--- src/rtl/hctm_pkg.sv ---
// ---------------------------------------------------------------------------
// hctm_pkg
// Shared types, codes and constants of the tier migration policy block.
// ---------------------------------------------------------------------------
package hctm_pkg;

  localparam int TAG_W   = 40;
  localparam int HEAT_W  = 16;
  localparam int NS_W    = 32;
  localparam int CNT_W   = 32;
  localparam int BUD_W   = 16;
  localparam int CFG_W   = 32;
  localparam int IDX_W   = 3;
  localparam int QDEPTH  = 2;
  localparam int QPTR_W  = (QDEPTH > 1) ? $clog2(QDEPTH) : 1;
  localparam int QCNT_W  = $clog2(QDEPTH + 1);

  localparam logic [HEAT_W:0] Q_ONE = 17'd32768;

  // outcome codes
  localparam logic [2:0] OC_NONE     = 3'd0;
  localparam logic [2:0] OC_MIGRATED = 3'd1;
  localparam logic [2:0] OC_LOWCONF  = 3'd2;
  localparam logic [2:0] OC_FULL     = 3'd3;
  localparam logic [2:0] OC_BUDGET   = 3'd4;
  localparam logic [2:0] OC_RECENT   = 3'd5;
  localparam logic [2:0] OC_SKIPPED  = 3'd6;
  localparam logic [2:0] OC_ACK      = 3'd7;

  // register indexes
  localparam logic [IDX_W-1:0] REG_HOT      = 3'd0;
  localparam logic [IDX_W-1:0] REG_COLD     = 3'd1;
  localparam logic [IDX_W-1:0] REG_FLOOR    = 3'd2;
  localparam logic [IDX_W-1:0] REG_RESIDE   = 3'd3;
  localparam logic [IDX_W-1:0] REG_BUDGET   = 3'd4;
  localparam logic [IDX_W-1:0] REG_FAST_CAP = 3'd5;
  localparam logic [IDX_W-1:0] REG_SLOW_CAP = 3'd6;
  localparam logic [IDX_W-1:0] REG_TELEM    = 3'd7;

  typedef enum logic [1:0] {
    OP_TICK  = 2'd0,
    OP_EVAL  = 2'd1,
    OP_PLACE = 2'd2,
    OP_NONE  = 2'd3
  } op_t;

  typedef struct packed {
    logic [HEAT_W-1:0] hot_level;
    logic [HEAT_W-1:0] cold_level;
    logic [HEAT_W-1:0] confidence_floor;
    logic [NS_W-1:0]   min_stay_ns;
    logic [BUD_W-1:0]  budget_per_cycle;
    logic [CNT_W-1:0]  fast_capacity_pages;
    logic [CNT_W-1:0]  slow_capacity_pages;
    logic              observe_only;
  } cfg_t;

  // classified word handed from front to back
  typedef struct packed {
    op_t               op;
    logic [TAG_W-1:0]  tag;
    logic              tier;
    logic              skip;
    logic              recent;
    logic              decide;
    logic              lowconf;
    logic [HEAT_W-1:0] conf;
  } qent_t;

endpackage

--- src/rtl/hot_cold_tier_migration_policy.sv ---
// ---------------------------------------------------------------------------
// hot_cold_tier_migration_policy
// Promotes hot slow-tier pages and demotes cold fast-tier pages.
//
// Input channel (in_valid/in_ready): one page word per transfer; mode selects
// a policy tick, a page evaluation, a page placement or no operation.
// Output channel (out_valid/out_ready): one result word per input word, in
// order, with the decision and the tier page counts after that word.
// Config port: cfg_we writes cfg_wdata into register cfg_index at once;
// write only while no word is in flight.
// Path: the accepted word is written into the queue, then popped into the
// output register. Throughput: one word per cycle while the receiver does not
// stall; the back end updates the page counters and budget on each pop.
// Reset: counters and budget cleared, registers to defaults, queue empty.
// Receiver stall: the output register holds its word, the two-word queue
// fills, and in_ready drops once the queue is full.
// ---------------------------------------------------------------------------
module hot_cold_tier_migration_policy import hctm_pkg::*; (
  input  logic              clk,
  input  logic              rst_n,
  input  logic              cfg_we,
  input  logic [IDX_W-1:0]  cfg_index,
  input  logic [CFG_W-1:0]  cfg_wdata,
  input  logic              in_valid,
  output logic              in_ready,
  input  logic [1:0]        in_mode,
  input  logic [TAG_W-1:0]  in_page_number,
  input  logic              in_tier,
  input  logic [HEAT_W-1:0] in_heat,
  input  logic              in_ever_migrated,
  input  logic [NS_W-1:0]   in_since_migration_ns,
  output logic              out_valid,
  input  logic              out_ready,
  output logic [TAG_W-1:0]  out_page_tag,
  output logic [2:0]        out_outcome,
  output logic              out_target_tier,
  output logic [HEAT_W-1:0] out_confidence,
  output logic [CNT_W-1:0]  out_fast_used_pages,
  output logic [CNT_W-1:0]  out_slow_used_pages
);

  cfg_t  cfg_r;
  logic  q_full;
  logic  q_not_empty;
  logic  push;
  logic  pop;
  qent_t push_ent;
  qent_t head;

  always_ff @(posedge clk) begin
    if (!rst_n) begin
      cfg_r.hot_level           <= 16'd22938;
      cfg_r.cold_level          <= 16'd9830;
      cfg_r.confidence_floor    <= 16'd16384;
      cfg_r.min_stay_ns         <= 32'd100000000;
      cfg_r.budget_per_cycle    <= 16'd10;
      cfg_r.fast_capacity_pages <= '0;
      cfg_r.slow_capacity_pages <= '0;
      cfg_r.observe_only        <= 1'b0;
    end else if (cfg_we) begin
      unique case (cfg_index)
        REG_HOT:      cfg_r.hot_level           <= cfg_wdata[HEAT_W-1:0];
        REG_COLD:     cfg_r.cold_level          <= cfg_wdata[HEAT_W-1:0];
        REG_FLOOR:    cfg_r.confidence_floor    <= cfg_wdata[HEAT_W-1:0];
        REG_RESIDE:   cfg_r.min_stay_ns         <= cfg_wdata[NS_W-1:0];
        REG_BUDGET:   cfg_r.budget_per_cycle    <= cfg_wdata[BUD_W-1:0];
        REG_FAST_CAP: cfg_r.fast_capacity_pages <= cfg_wdata[CNT_W-1:0];
        REG_SLOW_CAP: cfg_r.slow_capacity_pages <= cfg_wdata[CNT_W-1:0];
        REG_TELEM:    cfg_r.observe_only        <= cfg_wdata[0];
        default: ;
      endcase
    end
  end

  hctm_front u_front (
    .cfg                   (cfg_r),
    .in_valid              (in_valid),
    .in_ready              (in_ready),
    .in_mode               (in_mode),
    .in_page_number        (in_page_number),
    .in_tier               (in_tier),
    .in_heat               (in_heat),
    .in_ever_migrated      (in_ever_migrated),
    .in_since_migration_ns (in_since_migration_ns),
    .q_full                (q_full),
    .push                  (push),
    .push_ent              (push_ent)
  );

  hctm_queue u_queue (
    .clk       (clk),
    .rst_n     (rst_n),
    .push      (push),
    .push_ent  (push_ent),
    .pop       (pop),
    .full      (q_full),
    .not_empty (q_not_empty),
    .head      (head)
  );

  hctm_back u_back (
    .clk                 (clk),
    .rst_n               (rst_n),
    .cfg                 (cfg_r),
    .q_not_empty         (q_not_empty),
    .head                (head),
    .pop                 (pop),
    .out_valid           (out_valid),
    .out_ready           (out_ready),
    .out_page_tag        (out_page_tag),
    .out_outcome         (out_outcome),
    .out_target_tier     (out_target_tier),
    .out_confidence      (out_confidence),
    .out_fast_used_pages (out_fast_used_pages),
    .out_slow_used_pages (out_slow_used_pages)
  );

endmodule

--- src/rtl/hctm_front.sv ---
// ---------------------------------------------------------------------------
// hctm_front
// Accepts page words and classifies them against the thresholds.
// ---------------------------------------------------------------------------
module hctm_front import hctm_pkg::*; (
  input  cfg_t              cfg,
  input  logic              in_valid,
  output logic              in_ready,
  input  logic [1:0]        in_mode,
  input  logic [TAG_W-1:0]  in_page_number,
  input  logic              in_tier,
  input  logic [HEAT_W-1:0] in_heat,
  input  logic              in_ever_migrated,
  input  logic [NS_W-1:0]   in_since_migration_ns,
  input  logic              q_full,
  output logic              push,
  output qent_t             push_ent
);

  logic promote;
  logic demote;
  logic [HEAT_W-1:0] conf;

  assign in_ready = !q_full;
  assign push     = in_valid && in_ready;

  assign promote = in_tier && (in_heat > cfg.hot_level);
  assign demote  = !in_tier && (in_heat < cfg.cold_level);

  always_comb begin
    conf = '0;
    if (promote) begin
      conf = in_heat;
    end else if (demote && !in_heat[HEAT_W-1]) begin
      conf = HEAT_W'(Q_ONE - {1'b0, in_heat});
    end
  end

  always_comb begin
    push_ent.op      = op_t'(in_mode);
    push_ent.tag     = in_page_number;
    push_ent.tier    = in_tier;
    push_ent.skip    = cfg.observe_only;
    push_ent.recent  = in_ever_migrated && (in_since_migration_ns < cfg.min_stay_ns);
    push_ent.decide  = promote || demote;
    push_ent.lowconf = conf < cfg.confidence_floor;
    push_ent.conf    = conf;
  end

endmodule

--- src/rtl/hctm_queue.sv ---
// ---------------------------------------------------------------------------
// hctm_queue
// Short FIFO of classified words between front and back.
// ---------------------------------------------------------------------------
module hctm_queue import hctm_pkg::*; (
  input  logic  clk,
  input  logic  rst_n,
  input  logic  push,
  input  qent_t push_ent,
  input  logic  pop,
  output logic  full,
  output logic  not_empty,
  output qent_t head
);

  qent_t             mem_r [QDEPTH];
  logic [QPTR_W-1:0] wr_ptr_r;
  logic [QPTR_W-1:0] rd_ptr_r;
  logic [QCNT_W-1:0] cnt_r;
  logic [QPTR_W-1:0] wr_ptr_nxt;
  logic [QPTR_W-1:0] rd_ptr_nxt;

  assign full      = (cnt_r == QCNT_W'(QDEPTH));
  assign not_empty = (cnt_r != '0);
  assign head      = mem_r[rd_ptr_r];

  assign wr_ptr_nxt = (wr_ptr_r == QPTR_W'(QDEPTH - 1)) ? '0 : wr_ptr_r + QPTR_W'(1);
  assign rd_ptr_nxt = (rd_ptr_r == QPTR_W'(QDEPTH - 1)) ? '0 : rd_ptr_r + QPTR_W'(1);

  always_ff @(posedge clk) begin
    if (push) begin
      mem_r[wr_ptr_r] <= push_ent;
    end
  end

  always_ff @(posedge clk) begin
    if (!rst_n) begin
      wr_ptr_r <= '0;
      rd_ptr_r <= '0;
      cnt_r    <= '0;
    end else begin
      if (push) begin
        wr_ptr_r <= wr_ptr_nxt;
      end
      if (pop) begin
        rd_ptr_r <= rd_ptr_nxt;
      end
      if (push && !pop) begin
        cnt_r <= cnt_r + QCNT_W'(1);
      end else if (pop && !push) begin
        cnt_r <= cnt_r - QCNT_W'(1);
      end
    end
  end

endmodule

--- src/rtl/hctm_back.sv ---
// ---------------------------------------------------------------------------
// hctm_back
// Applies budget, capacity and counters to classified words; output register.
// ---------------------------------------------------------------------------
module hctm_back import hctm_pkg::*; (
  input  logic              clk,
  input  logic              rst_n,
  input  cfg_t              cfg,
  input  logic              q_not_empty,
  input  qent_t             head,
  output logic              pop,
  output logic              out_valid,
  input  logic              out_ready,
  output logic [TAG_W-1:0]  out_page_tag,
  output logic [2:0]        out_outcome,
  output logic              out_target_tier,
  output logic [HEAT_W-1:0] out_confidence,
  output logic [CNT_W-1:0]  out_fast_used_pages,
  output logic [CNT_W-1:0]  out_slow_used_pages
);

  logic [CNT_W-1:0]  fast_used_r, fast_used_nxt;
  logic [CNT_W-1:0]  slow_used_r, slow_used_nxt;
  logic [BUD_W-1:0]  cyc_mig_r, cyc_mig_nxt;
  logic              out_valid_r;
  logic [TAG_W-1:0]  tag_r;
  logic [2:0]        outcome_r, outcome_nxt;
  logic              target_r, target_nxt;
  logic [HEAT_W-1:0] conf_r, conf_nxt;
  logic [CNT_W-1:0]  dst_used;
  logic [CNT_W-1:0]  dst_cap;

  assign pop = q_not_empty && (!out_valid_r || out_ready);

  assign dst_used = head.tier ? fast_used_r : slow_used_r;
  assign dst_cap  = head.tier ? cfg.fast_capacity_pages : cfg.slow_capacity_pages;

  always_comb begin
    fast_used_nxt = fast_used_r;
    slow_used_nxt = slow_used_r;
    cyc_mig_nxt   = cyc_mig_r;
    outcome_nxt   = OC_NONE;
    target_nxt    = 1'b0;
    conf_nxt      = '0;
    unique case (head.op)
      OP_TICK: begin
        cyc_mig_nxt = '0;
        outcome_nxt = OC_ACK;
      end
      OP_PLACE: begin
        outcome_nxt = OC_ACK;
        target_nxt  = head.tier;
        if (head.tier) begin
          if (slow_used_r != '1) slow_used_nxt = slow_used_r + CNT_W'(1);
        end else begin
          if (fast_used_r != '1) fast_used_nxt = fast_used_r + CNT_W'(1);
        end
      end
      OP_EVAL: begin
        priority if (head.skip) begin
          outcome_nxt = OC_SKIPPED;
        end else if (cyc_mig_r >= cfg.budget_per_cycle) begin
          outcome_nxt = OC_BUDGET;
        end else if (head.recent) begin
          outcome_nxt = OC_RECENT;
        end else if (!head.decide) begin
          outcome_nxt = OC_NONE;
        end else begin
          target_nxt = !head.tier;
          conf_nxt   = head.conf;
          if (head.lowconf) begin
            outcome_nxt = OC_LOWCONF;
          end else if (dst_used >= dst_cap) begin
            outcome_nxt = OC_FULL;
          end else begin
            outcome_nxt = OC_MIGRATED;
            cyc_mig_nxt = cyc_mig_r + BUD_W'(1);
            if (head.tier) begin
              fast_used_nxt = fast_used_r + CNT_W'(1);
              if (slow_used_r != '0) slow_used_nxt = slow_used_r - CNT_W'(1);
            end else begin
              slow_used_nxt = slow_used_r + CNT_W'(1);
              if (fast_used_r != '0) fast_used_nxt = fast_used_r - CNT_W'(1);
            end
          end
        end
      end
      OP_NONE: begin
        outcome_nxt = OC_NONE;
      end
      default: begin
        outcome_nxt = OC_NONE;
      end
    endcase
  end

  always_ff @(posedge clk) begin
    if (!rst_n) begin
      fast_used_r <= '0;
      slow_used_r <= '0;
      cyc_mig_r   <= '0;
      out_valid_r <= 1'b0;
    end else begin
      if (pop) begin
        fast_used_r <= fast_used_nxt;
        slow_used_r <= slow_used_nxt;
        cyc_mig_r   <= cyc_mig_nxt;
        out_valid_r <= 1'b1;
      end else if (out_ready) begin
        out_valid_r <= 1'b0;
      end
    end
  end

  always_ff @(posedge clk) begin
    if (pop) begin
      tag_r     <= head.tag;
      outcome_r <= outcome_nxt;
      target_r  <= target_nxt;
      conf_r    <= conf_nxt;
    end
  end

  assign out_valid           = out_valid_r;
  assign out_page_tag        = tag_r;
  assign out_outcome         = outcome_r;
  assign out_target_tier     = target_r;
  assign out_confidence      = conf_r;
  assign out_fast_used_pages = fast_used_r;
  assign out_slow_used_pages = slow_used_r;

endmodule

--- config.mk ---
export PLATFORM = sky130hd
export DESIGN_NAME = hot_cold_tier_migration_policy
export DESIGN_NICKNAME = d
export VERILOG_FILES = /design/src/rtl/hctm_pkg.sv /design/src/rtl/hot_cold_tier_migration_policy.sv /design/src/rtl/hctm_front.sv /design/src/rtl/hctm_queue.sv /design/src/rtl/hctm_back.sv
export SDC_FILE = /design/constraint.sdc
export NUM_CORES = 1
export LEC_CHECK = 0
export ABC_AREA = 1
export BUFFER_PORTS_ARGS = -buffer_cell sky130_fd_sc_hd__buf_2
export CAP_MARGIN = 10
export CELL_PAD_IN_SITES_DETAIL_PLACEMENT = 0
export CELL_PAD_IN_SITES_GLOBAL_PLACEMENT = 1
export CORE_MARGIN = 2
export CORE_UTILIZATION = 44
export DETAILED_ROUTE_END_ITERATION = 10
export GPL_ROUTABILITY_DRIVEN = 0
export GPL_TIMING_DRIVEN = 0
export PLACE_DENSITY_LB_ADDON = 0.2
export SYNTH_ARGS = -nofsm -noshare
export SYNTH_HDL_FRONTEND = slang
export SYNTH_SLANG_ARGS = --single-unit
--- constraint.sdc ---
create_clock -name clk -period 5.34 [get_ports clk]
set_input_delay 1.068 -clock clk [delete_from_list [all_inputs] [get_ports clk]]
set_output_delay 1.068 -clock clk [all_outputs]
set_load 0.005 [all_outputs]
==> results of run 1 <==
-- worst max-delay path by stage --
stage                                endpoint  slack, ps  cells after the start
2_1_floorplan             u_queue.mem_r[1][0]       1040                      2
3_3_place_gp              u_queue.mem_r[1][2]       -630                      3
3_5_place_dp   u_back.out_fast_used_pages[16]        -20                     21
4_1_cts        u_back.out_slow_used_pages[16]         60                     20
5_1_grt        u_back.out_fast_used_pages[22]         10                     22
6_report       u_back.out_fast_used_pages[24]        230                     21
-- state kept, by name, summed over array words and instances (netlist names), 2 cells and up, named ones only --
signal                      flops
u_back.out_fast_used_pages     32
u_back.out_outcome              3
u_back.cyc_mig_r               16
u_back.out_page_tag            40
u_queue.mem_r                 126
cfg_r                         161
u_queue.cnt_r                   2
u_back.out_confidence          16
u_back.out_slow_used_pages     32
-- layout make-up --
class,instances,area [um^2],area share (%)
clock inverters,19,191,0.706
plain buffers,144,639,2.36
flip-flops and latches,433,10500,38.9
diodes,3,7.51,0.0277
repair buffers,261,1400,5.18
inverters,290,1090,4.03
clock buffers,68,1320,4.86
multi-input cells,2104,11100,40.8
well taps,688,861,3.18
-- cells in the mapped netlist (2+ instances only) --
cell,n,share of area (%)
a31oi_1,3,0.081
nand2_2,3,0.081
buf_1,8,0.13
o21a_1,5,0.16
dfxtp_1,247,21
ha_1,138,7.4
nor3_1,78,1.7
and3_1,7,0.19
o211ai_1,43,1.4
o21ai_1,6,0.13
o31ai_1,2,0.064
inv_2,4,0.064
nand3_1,109,2.3
nand3_2,2,0.086
buf_2,31,0.67
edfxtp_1,186,24
buf_6,2,0.097
nor2_1,411,6.6
a21oi_1,195,4.2
mux2i_1,32,1.4
xor2_1,59,2.2
inv_1,283,4.6
nand4_1,65,1.7
nor2_2,9,0.24
a21oi_2,2,0.075
clkbuf_1,93,1.5
xnor2_1,4,0.15
buf_4,10,0.32
a211oi_1,2,0.064
o21bai_1,2,0.064
nor4_1,17,0.46
o21ai_0,259,5.6
nand3b_1,2,0.064
nand2_1,624,10
clkinv_1,2,0.032
nor3b_1,3,0.097
nor3_2,4,0.17
or2_2,6,0.16
or2_1,4,0.11
-- stage by stage --
stage                     hold WS (ps)  area [um^2]  instances
after CTS                          459        27100       4007
after global routing               481        27100       4008
after global placement             437        25400       3914
after floorplan                    420        23300       2971
after detailed placement           449        25600       3920
final                              456        27100       4010
-- metal layers --
metal	part of all wire, %	routed length (um)	vias up	global-route usage [%]
met4	2.5	1900	2	7.10
met2	43	33500	866	42.7
li1	-	-	10529	-
met1	46	35500	10241	40.1
met5	0.017	13	-	0
met3	8.6	6700	136	5.37
-- critical path, stage by stage, from the launching register on --
cell	delay [ps]
dfxtp_1	310
buf_4	190
inv_4	70
or2_1	220
nand2_2	160
buf_2	270
clkbuf_2	290
clkbuf_1	380
o21ai_0	330
ha_1	390
a21oi_1	150
o21ai_0	100
nand4_1	90
o211ai_1	90
a21oi_1	270
nand3_1	270
nand2_1	420
buf_2	290
buf_2	340
nand4_1	140
nand2_1	90
nor2_1	40
-- power by group through the flow --
stage	registers, mW	clock network, mW	logic (mW)
6_report	4.37	3.20	5.02
5_1_grt	4.42	3.39	5.53
4_1_cts	4.38	3.25	4.92
3_5_place_dp	4.44	0	4.89
3_3_place_gp	4.48	0	4.77
2_1_floorplan	4.43	0	3.05
-- cell families (layout without fill, tap and decap cells) --
group	Yosys count	count (layout)	synth area share (%)
buffers and inverters	434	782	7.40
flip-flops	433	433	45.2
AO/OA/AOI/OAI	524	524	12.0
multiplexers	32	32	1.38
AND/OR/NAND/NOR	1347	1347	24.2
adder cells (fa/ha/maj)	138	138	7.42
XOR/XNOR	63	63	2.37
other	0	3	0
-- what timing repair did --
item                                    CTS  global route
resized for setup                         2             9
hold endpoints to repair                  0             0
endpoints found under the setup margin   11            80
buffers inserted                          0             0
==> flow_metrics.env, run 1 <==
export IMPL_ys_seq_area_share_pct=45.2
export IMPL_drv_cap=0
export IMPL_synth_ff_type="dfxtp_1"
export IMPL_worstSkewPairLatency_ps=620
export IMPL_coreArea_um2=52400
export IMPL_setup_viol=0
export IMPL_drive_gt1_share_pct=12.4
export IMPL_drc=0
export IMPL_internal_power_mw=7.47
export IMPL_place_ws_ps=-24.8
export IMPL_required_ps=5770
export IMPL_fin_crit_ps=5110
export IMPL_grt_pass1_wl_um=117000
export IMPL_final_max_slew_viol_count=0
export IMPL_syn_avg_cell_area_um2=7.84
export IMPL_synthesis_nets=3241
export IMPL_leakage_nw=11.8
export IMPL_cts_hold_buf=0
export IMPL_hold_path_startpoint="cfg_r[136]"
export IMPL_hold_path_class="reg2reg"
export IMPL_layout_common_cells="nand2_1, nor2_1, buf_2"
export IMPL_clock_skew_ps=59.5
export IMPL_combPwrFrac_pct=39.9
export IMPL_dieArea_um2=54800
export IMPL_power_density_nw_per_um2=465
export IMPL_syn_to_final_growth_pct=16.4
export IMPL_min_path_cells=2
export IMPL_via_per_inst=5.43
export IMPL_htree_levels=2
export IMPL_path_max_fanout=10
export IMPL_critical_path_arrival_ps=5540
export IMPL_numClockSinks=433
export IMPL_antenna_found_initial=4
export IMPL_fmax_mhz=196
export IMPL_die_w_um=234
export IMPL_yosys_warnings=0
export IMPL_outcome="finished clean"
export IMPL_drt_wl_total_um=77600
export IMPL_syn_inst=2971
export IMPL_end_kind="flop"
export IMPL_rsz0062_at_grt="no"
export IMPL_p_total_mw=12.6
export IMPL_switching_power_mw=5.12
export IMPL_critPathKind="reg2reg"
export IMPL_hold_path_end="cfg_r[136]"
export IMPL_ios=258
export IMPL_synth_distinct_cells=48
export IMPL_hold_viol=0
export IMPL_swShare_pct=40.7
export IMPL_rr_endpoint="u_back.out_fast_used_pages[24]"
export IMPL_first_global_vias=20087
export IMPL_hpwlAfterDp_um=59200
export IMPL_cp_start_kind="flop"
export IMPL_grt_max_degree=29
export IMPL_clockPowerShare_pct=25.4
export IMPL_cts_path_max_buffers=3
export IMPL_track_usage_pct=27.8
export IMPL_rrSetupSlack_ps=230
export IMPL_clk_pin_slew_ps=60
export IMPL_die_h_um=234
export IMPL_synth_cell_area_um2=23300
export IMPL_seq_power_share_pct=34.7
export IMPL_vias=21774
export IMPL_synth_edf_count=186
export IMPL_ant_nets=0
export IMPL_nets=3551
export IMPL_dr_pass1_iters=6
export IMPL_synthArstFlopShare_pct=0
export IMPL_wire_per_inst_um=19.3
export IMPL_overflow=0
export IMPL_layout_commonest_cell="nand2_1"
export IMPL_fin_ws_ps=227
export IMPL_fin_util_pct=51.7
export IMPL_r2r_cells=21
export IMPL_cts_tree="built"
export IMPL_tns_ps=0
export IMPL_slew_headroom_pct=12.3
export IMPL_nFillCells=5143
export IMPL_root_buffer="clkbuf_16"
export IMPL_irDropWorstVdd_v=0.000351
export IMPL_drt_iter0_markers=1851
export IMPL_start_util_pct=44.4
export IMPL_fin_crit_sh_pct=95.8
export IMPL_synth_seq_cells=433
export IMPL_rows=84
export IMPL_tightest_slew_ps=1280
export IMPL_io_buffers=255
export IMPL_cts_buffers=47
No activity file was read; power rests on OpenSTA's default activity.
==> inputs of run 2 (changes only) <==
--- a/config.mk
+++ b/config.mk
@@ -5,16 +5,16 @@
 export SDC_FILE = /design/constraint.sdc
 export NUM_CORES = 1
 export LEC_CHECK = 0
-export ABC_AREA = 1
 export BUFFER_PORTS_ARGS = -buffer_cell sky130_fd_sc_hd__buf_2
 export CAP_MARGIN = 10
 export CELL_PAD_IN_SITES_DETAIL_PLACEMENT = 0
 export CELL_PAD_IN_SITES_GLOBAL_PLACEMENT = 1
 export CORE_MARGIN = 2
-export CORE_UTILIZATION = 44
+export CORE_UTILIZATION = 45
 export DETAILED_ROUTE_END_ITERATION = 10
 export GPL_ROUTABILITY_DRIVEN = 0
 export GPL_TIMING_DRIVEN = 0
+export HOLD_SLACK_MARGIN = 0.03
 export PLACE_DENSITY_LB_ADDON = 0.2
 export SYNTH_ARGS = -nofsm -noshare
 export SYNTH_HDL_FRONTEND = slang
==> flow_metrics.env, run 2 <==
export IMPL_irDropWorstVdd_v=0.000239
export IMPL_fin_crit_sh_pct=97.1
export IMPL_place_ws_ps=-259
export IMPL_die_w_um=224
export IMPL_power_density_nw_per_um2=440
export IMPL_htree_levels=2
export IMPL_layout_common_cells="nand2_1, buf_2, dfxtp_1"
export IMPL_combPwrFrac_pct=30.3
export IMPL_internal_power_mw=7.39
export IMPL_drv_cap=0
export IMPL_clock_skew_ps=37.5
export IMPL_drt_wl_total_um=66200
export IMPL_top_layer="met5"
export IMPL_fin_ws_ps=157
export IMPL_met2WireLength_um=29500
export IMPL_slew_headroom_pct=34.5
export IMPL_via_per_inst=5.67
export IMPL_cts_tree="built"
export IMPL_dp_cells=3182
export IMPL_ios=258
export IMPL_drive_gt1_share_pct=16.1
export IMPL_synth_top_cell_area_share_pct=25.7
export IMPL_synth_ff_type="dfxtp_1"
export IMPL_root_buffer="clkbuf_16"
export IMPL_first_global_vias=17494
export IMPL_syn_to_final_growth_pct=18.0
export IMPL_drt_iter0_markers=1447
export IMPL_fin_crit_ps=5180
export IMPL_rows=80
export IMPL_synth_cell_area_um2=21800
export IMPL_cts_path_max_buffers=3
export IMPL_required_ps=5850
export IMPL_critical_path_arrival_ps=5700
export IMPL_yosysMostFrequentCell="nand2_1"
export IMPL_fin_area_um2=25700
export IMPL_syn_inst=2309
export IMPL_synthTopCellsByArea="edfxtp_1, dfxtp_1, nand2_1"
export IMPL_fin_hold_ws_ps=453
export IMPL_seq_power_share_pct=37.4
export IMPL_path_max_fanout=10
export IMPL_rsz0062_at_grt="no"
export IMPL_drt_met1_wl_um=30200
export IMPL_largest_reg_flops=161
export IMPL_end_kind="flop"
export IMPL_critPathKind="reg2reg"
export IMPL_swShare_pct=34.6
export IMPL_setup_viol=0
export IMPL_clockPowerShare_pct=32.2
export IMPL_outcome="finished clean"
export IMPL_dpl_cell_area_um2=23900
export IMPL_vias=18556
export IMPL_final_cells=3272
export IMPL_cts_buffers=49
export IMPL_synth_distinct_cells=79
export IMPL_dr_pass1_iters=6
export IMPL_ys_seq_area_share_pct=48.4
export IMPL_die_h_um=224
export IMPL_route_met3_wl_um=4700
export IMPL_wire_per_inst_um=20.2
export IMPL_synth_seq_cells=433
export IMPL_synth_common_cells="nand2_1, dfxtp_1, a21oi_1, edfxtp_1, ha_1"
export IMPL_io_buffers=254
export IMPL_hpwlAfterDp_um=49400
export IMPL_clk_pin_slew_ps=60
export IMPL_hold_path_class="reg2reg"
export IMPL_numClockSinks=433
export IMPL_synth_edf_count=186
export IMPL_leakage_nw=10.0
export IMPL_num_antenna_cells=0
export IMPL_cts_hold_buf=0
export IMPL_switching_power_mw=3.90
export IMPL_antenna_found_initial=1
export IMPL_start_util_pct=45.6
export IMPL_synthArstFlopShare_pct=0
export IMPL_cts_setup_buffers=0
export IMPL_tightest_slew_ps=976
export IMPL_grt_pass1_wl_um=101000
export IMPL_synth_top_area_cell="edfxtp_1"
export IMPL_hold_viol=0
export IMPL_overflow=0
export IMPL_drc=0
export IMPL_ant_nets=0
export IMPL_cp_start_kind="flop"
export IMPL_worstSkewPairLatency_ps=620
export IMPL_synthesis_nets=2579
export IMPL_final_max_slew_viol_count=0
export IMPL_syn_avg_cell_area_um2=9.42
export IMPL_fmax_mhz=193
export IMPL_layout_commonest_cell="nand2_1"
export IMPL_track_usage_pct=26.1
export IMPL_yosys_warnings=0
export IMPL_largest_register="cfg_r"
export IMPL_grt_max_degree=60
export IMPL_dieArea_um2=50100
export IMPL_coreArea_um2=47700
export IMPL_nets=2888
run 2: changes by cell type after synthesis, sizes merged, moves of 35 or more:
| cell | change |
|---|---|
| xor2 | -55 |
| o21ai | -208 |
| nor3 | -35 |
| a21o | +37 |
| mux2i | +36 |
| a21oi | +48 |
| o31ai | +54 |
| nand3 | -81 |
| inv | -172 |
| mux2 | +41 |
| nand2 | -164 |
| or4 | +62 |
| nor2 | -332 |
run 2: area by class of cell:
| type | count | area, um^2 |
|---|---|---|
| flip-flops and latches | 433 | 10500 |
| repair buffers | 258 | 1370 |
| inverters | 116 | 435 |
| clock buffers | 60 | 1320 |
| multi-input cells | 1628 | 10200 |
| plain buffers | 132 | 573 |
| well taps | 615 | 769 |
| fillers | 4390 | 22100 |
| clock inverters | 30 | 439 |
run 2: metal layers:
metal,GRT usage (%),vias to the layer above
met5,0,-
met4,7.48,2
met3,5.21,93
met2,41.1,609
met1,36.5,8884
li1,-,8968
run 2: cells by family (layout without fill, tap and decap cells):
family,count (synthesis),after routing,share of synthesized area [%]
fa+ha+maj,138,138,7.94
xor+xnor,7,7,0.282
compound gates,515,515,14.6
buf+inv,248,596,4.58
simple gates,859,859,18.9
flops,433,433,48.4
mux,109,109,5.28
run 2: power by group through the flow:
stage	clock network [mW]	registers, mW	logic (mW)
6_report	3.64	4.23	3.43
3_5_place_dp	0	4.30	3.38
3_3_place_gp	0	4.33	3.27
4_1_cts	3.71	4.23	3.40
5_1_grt	3.84	4.27	3.74
2_1_floorplan	0	4.29	2.09
run 2: path summary, 6_finish.rpt:
| path | endpoint | cells after the start | from | slack (ps) |
|---|---|---|---|---|
| worst max-delay path | u_back.out_slow_used_pages[28] | 15 | flop | 160 |
| worst min-delay path | cfg_r[16] | 2 | cfg_r[16] | 450 |
| worst max register to register | u_back.out_slow_used_pages[28] | 15 | flop | 160 |
| worst min register to register | cfg_r[16] | 2 | cfg_r[16] | 450 |
run 2: through the flow:
| step | utilization, % | TNS [ps] | total power, mW |
|---|---|---|---|
| final | 53.8 | 0 | 11.3 |
| after global routing | 53.8 | 0 | 11.9 |
| after CTS | 53.8 | 0 | 11.3 |
| after detailed placement | 50.1 | -8260 | 7.68 |
| after global placement | 49.8 | -54300 | 7.59 |
| after floorplan | - | 0 | 6.38 |
run 2: repair_timing:
| item | in CTS | in global routing |
|---|---|---|
| gates resized for setup | 2 | 8 |
| gates cloned | 0 | 0 |
| setup endpoints to repair | 49 | 49 |
run 2: critical path, cell delays in order, from the launching register on:
cell,delay [ps]
dfxtp_1,320
buf_4,150
mux2_4,360
clkdlybuf4s15_1,580
mux2i_1,510
ha_1,230
nand4_1,130
nor3_1,270
nand3_1,150
o211a_1,350
a31oi_1,520
buf_2,350
buf_2,320
clkbuf_1,510
o31ai_1,190
a21oi_1,150
